<file path="src/design/tlpm_pkg.sv">
// tlpm_pkg: shared constants, codes and controller/datapath interface types
// for the two-level page map unit. No dependencies.

package tlpm_pkg;

  localparam int LEAF_TABLES_DEF = 16;

  localparam int IDX_W     = 10;
  localparam int DIR_DEPTH = 1 << IDX_W;
  localparam int PPN_W     = 20;
  localparam int OFF_W     = 12;
  localparam int LEAF_W    = 26;
  localparam int LEAF_VALID_BIT = 25;

  localparam int IN_TDATA_W  = 72;
  localparam int OUT_TDATA_W = 40;

  localparam logic KIND_INSERT    = 1'b0;
  localparam logic KIND_TRANSLATE = 1'b1;

  localparam logic [1:0] STS_OK       = 2'd0;
  localparam logic [1:0] STS_MISS     = 2'd1;
  localparam logic [1:0] STS_MAPPED   = 2'd2;
  localparam logic [1:0] STS_NO_TABLE = 2'd3;

  typedef struct packed {
    logic clear;
    logic accept;
    logic dir_eval;
    logic leaf_eval;
  } tlpm_cmd_t;

  typedef struct packed {
    logic clr_last;
    logic dir_hit;
    logic out_busy;
  } tlpm_stat_t;

endpackage

</file>
<file path="src/design/tlpm_ctrl.sv">
// tlpm_ctrl: request sequencer for the page map unit (clear sweep, accept,
// directory step, leaf step). Depends on tlpm_pkg.

module tlpm_ctrl (
  input  logic                 clk,
  input  logic                 rst_n,
  input  logic                 in_tvalid,
  output logic                 in_tready,
  input  tlpm_pkg::tlpm_stat_t stat,
  output tlpm_pkg::tlpm_cmd_t  cmd
);
  import tlpm_pkg::*;

  localparam logic [1:0] S_CLEAR = 2'd0;
  localparam logic [1:0] S_IDLE  = 2'd1;
  localparam logic [1:0] S_DIR   = 2'd2;
  localparam logic [1:0] S_LEAF  = 2'd3;

  logic [1:0] state_r, state_nxt;

  always_comb begin
    state_nxt = state_r;
    cmd       = '0;
    in_tready = 1'b0;
    unique case (state_r)
      S_CLEAR: begin
        cmd.clear = 1'b1;
        if (stat.clr_last) begin
          state_nxt = S_IDLE;
        end
      end
      S_IDLE: begin
        // a word is only taken when its result will find the output free
        in_tready = !stat.out_busy;
        if (in_tvalid && !stat.out_busy) begin
          cmd.accept = 1'b1;
          state_nxt  = S_DIR;
        end
      end
      S_DIR: begin
        cmd.dir_eval = 1'b1;
        state_nxt    = stat.dir_hit ? S_LEAF : S_IDLE;
      end
      S_LEAF: begin
        cmd.leaf_eval = 1'b1;
        state_nxt     = S_IDLE;
      end
      default: state_nxt = S_CLEAR;
    endcase
  end

  always_ff @(posedge clk) begin
    if (!rst_n) begin
      state_r <= S_CLEAR;
    end else begin
      state_r <= state_nxt;
    end
  end

endmodule

</file>
<file path="config.mk">
export PLATFORM = sky130hd
export DESIGN_NAME = tlpm_ctrl
export DESIGN_NICKNAME = d
export VERILOG_FILES = /design/src/design/tlpm_pkg.sv /design/src/design/tlpm_ctrl.sv
export SDC_FILE = /design/constraint.sdc
export NUM_CORES = 1
export LEC_CHECK = 0
export BUFFER_PORTS_ARGS = -buffer_cell sky130_fd_sc_hd__buf_4
export CAP_MARGIN = 40
export CORE_AREA = 2 2 39 41
export CTS_CLUSTER_DIAMETER = 200
export DETAILED_ROUTE_END_ITERATION = 10
export DIE_AREA = 0 0 41 43
export PLACE_DENSITY_LB_ADDON = 0.12
export SLEW_MARGIN = 20
export SYNTH_ARGS = -nofsm -noshare
export SYNTH_HDL_FRONTEND = slang
export SYNTH_SLANG_ARGS = --single-unit
</file>
<file path="constraint.sdc">
create_clock -name clk -period 2.4 [get_ports clk]
set_input_delay 0.12 -clock clk [delete_from_list [all_inputs] [get_ports clk]]
set_output_delay 0.12 -clock clk [all_outputs]
set_load 0.01 [all_outputs]
</file>
==> metrics.md <==
| Metric | Value |
|---|---|
| Mapped Area | `204 um^2` |
| WS Path Type | `reg -> out` |
| Max-cap violations | `0` |
| Max Freq | `0.781 GHz` |
| PortBufs | `10` |
| Maximum clock path buffer count | `2` |
| Top Ports | `11` |
| Worst slew margin | `0.875` |
| Horiz. Die Dim | `41 um` |
| Synthesis-to-layout area growth | `57.7%` |
| Synth top area share | `0.307` |
| TritonRoute pass-1 iters | `1` |
| Sequential element share of the synthesized area | `0.196` |
| Synth top area cells | `ha_1, dfxtp_1, nand2b_4` |
| TNS Setup | `0 ps` |
| HP Start | `rst_n` |
| Clk slew on worst S/H paths | `30 ps` |
| Final hold vios | `0` |
| Area occupied by multi-input gates | `153 um^2` |
| CTS buffer count | `3` |
| Most flop-heavy register | `state_r` |
| Clk sinks | `2` |
| Fillers | `165` |
| Setup Buffers After CTS | `0` |
| Hold_buf cts | `0` |
| Required @ worst endpoint | `2280 ps` |
| Worst skew pair latency | `220 ps` |
| Worst path arrival time | `1160 ps` |
| Critical path fanouts, max | `4` |
| Initial core utilization | `0.147` |
| Synth Warn # | `0` |
| Initial antenna violation count | `0` |
| Ant. Diodes | `0` |
| Leakage | `0.172 nW` |
| Core ar. | `0.00138 mm^2` |
| Fin. max-slew vios | `0` |
| Post-synth cell types | `15` |
| Layout cells sized above 1 | `0.457` |
| Post-DR vias/cell | `3.41` |
| CP startpoint | `state_r[1]` |
| Vias in the first global route | `173` |
| DRT antenna net count | `0` |
| Root buf cell | `clkbuf_4` |
| CTS tree | `yes` |
| RSZ-0062 raised after global routing | `no` |
| Final #Nets | `48` |
| Die Area | `0.00176 mm^2` |
| Peak supply drop | `0.000189 V` |
| DRC | `0` |
| Area leader, netlist | `ha_1` |
| Drt total wl | `417 um` |
| Tightest Pin Transition | `187 ps` |
| Seq cells post-synth | `2` |
| Worst hold path type | `in -> reg` |
| Total chip power | `0.164 mW` |
| Tot GR Track Use | `0.0571` |
| Die H | `43 um` |
| PD cells | `510 mW/mm^2` |
| CTS H-tree depth | `1` |
| HPWL Detailed | `374 um` |
| Clock Skew | `0.750 ps` |
| Max reg flops | `2` |
| Row cnt | `14` |
| Cts repair resizes | `0` |
| First-pass GRT wire length | `627 um` |
| First-iteration detailed-routing DRC count | `0` |
| Syn Area/Cell | `9.27 um^2` |
| Status | `complete, no violations` |
| Biggest regs | `state_r: 2 flops` |
| Startpoint Class | `flip-flop` |
| Final min period | `1280 ps` |
| Final setup vio count | `0` |
| Congestion Overflow GR | `0` |
| Largest net degree at the start of global routing | `6` |
| Wirelength per Cell | `8.18 um` |
| Post-Synthesis Cells | `22` |
| Net Count, Synth | `33` |
| Fin crit share | `0.534` |
| Placer congestion estimate | `0.680` |
| Crit end category | `output pin` |
| Final core utilization | `0.232` |
| Reg area | `40.0 um^2` |
| Worst flop-to-flop path startpoint | `state_r[0]` |
| Vias | `174` |
worst paths after layout:
path | depth (start not counted) | endpoint | slack (ps)
hold / removal | 2 | state_r[0] | 170
hold reg to reg | 2 | state_r[1] | 490
setup / recovery | 4 | in_tready | 1120
setup reg to reg | 5 | state_r[1] | 1150
layer usage:
layer / GRT usage / share of wire
met1: 0.0479 / 0.38
met2: 0.0875 / 0.49
met3: 0.0262 / 0.13
met4: 0.0600 / 0
met5: 0 / 0
area by class of cell:
cell class	count	area share
repair buffers	10	0.233
clock buffers	3	0.0700
multi-input cells	17	0.475
inverters	3	0.0350
well taps	16	0.0623
flip-flops and latches	2	0.125
kinds of logic after synthesis:
logic type	count (synthesis)	synth area share
flip-flops	2	0.196
multiplexers	1	0.0491
AND/OR/NAND/NOR	7	0.270
AO/OA/AOI/OAI	4	0.123
buffers and inverters	3	0.0552
adder cells (fa/ha/maj)	5	0.307
placed cells by master (no fill, tap or decap), types with 2 or more instances in the layout:
| cell | netlist | final |
|---|---|---|
| clkbuf_4 | 0 | 3 |
| ha_1 | 5 | 5 |
| dfxtp_1 | 2 | 2 |
| inv_1 | 3 | 3 |
| buf_4 | 0 | 10 |
Yosys cell counts, drive strengths merged:
cell / number
a21boi: 1
a21o: 1
a21oi: 1
and2b: 1
dfxtp: 2
ha: 5
inv: 3
mux2i: 1
nand2: 1
nand2b: 1
nand3: 1
nor2: 1
nor2b: 1
o21ai: 1
or2: 1
per-stage QoR:
stage	worst slack (ps)	instances	hold slack, ps	instance area (um^2)
finish	1120	51	168	322
global route	1040	51	189	322
CTS	1100	51	172	322
detailed placement	1120	48	402	299
global placement	1130	48	401	299
floorplan	1210	22	266	204
critical path: stages, from the launching register on:
cell and delay, ps:
dfxtp_1 360, inv_1 90, ha_1 180, and2b_2 180, buf_4 130
power by group:
group / total (mW) / internal [mW] / leakage (nW) / switching, mW
Sequential: 0.0406 / 0.0368 / 0.0165 / 0.00380
Clock: 0.0706 / 0.0549 / 0.0138 / 0.0157
Combinational: 0.0527 / 0.0299 / 0.142 / 0.0228
Total: 0.164 / 0.122 / 0.172 / 0.0423
Power figures use the tool's default switching activity.
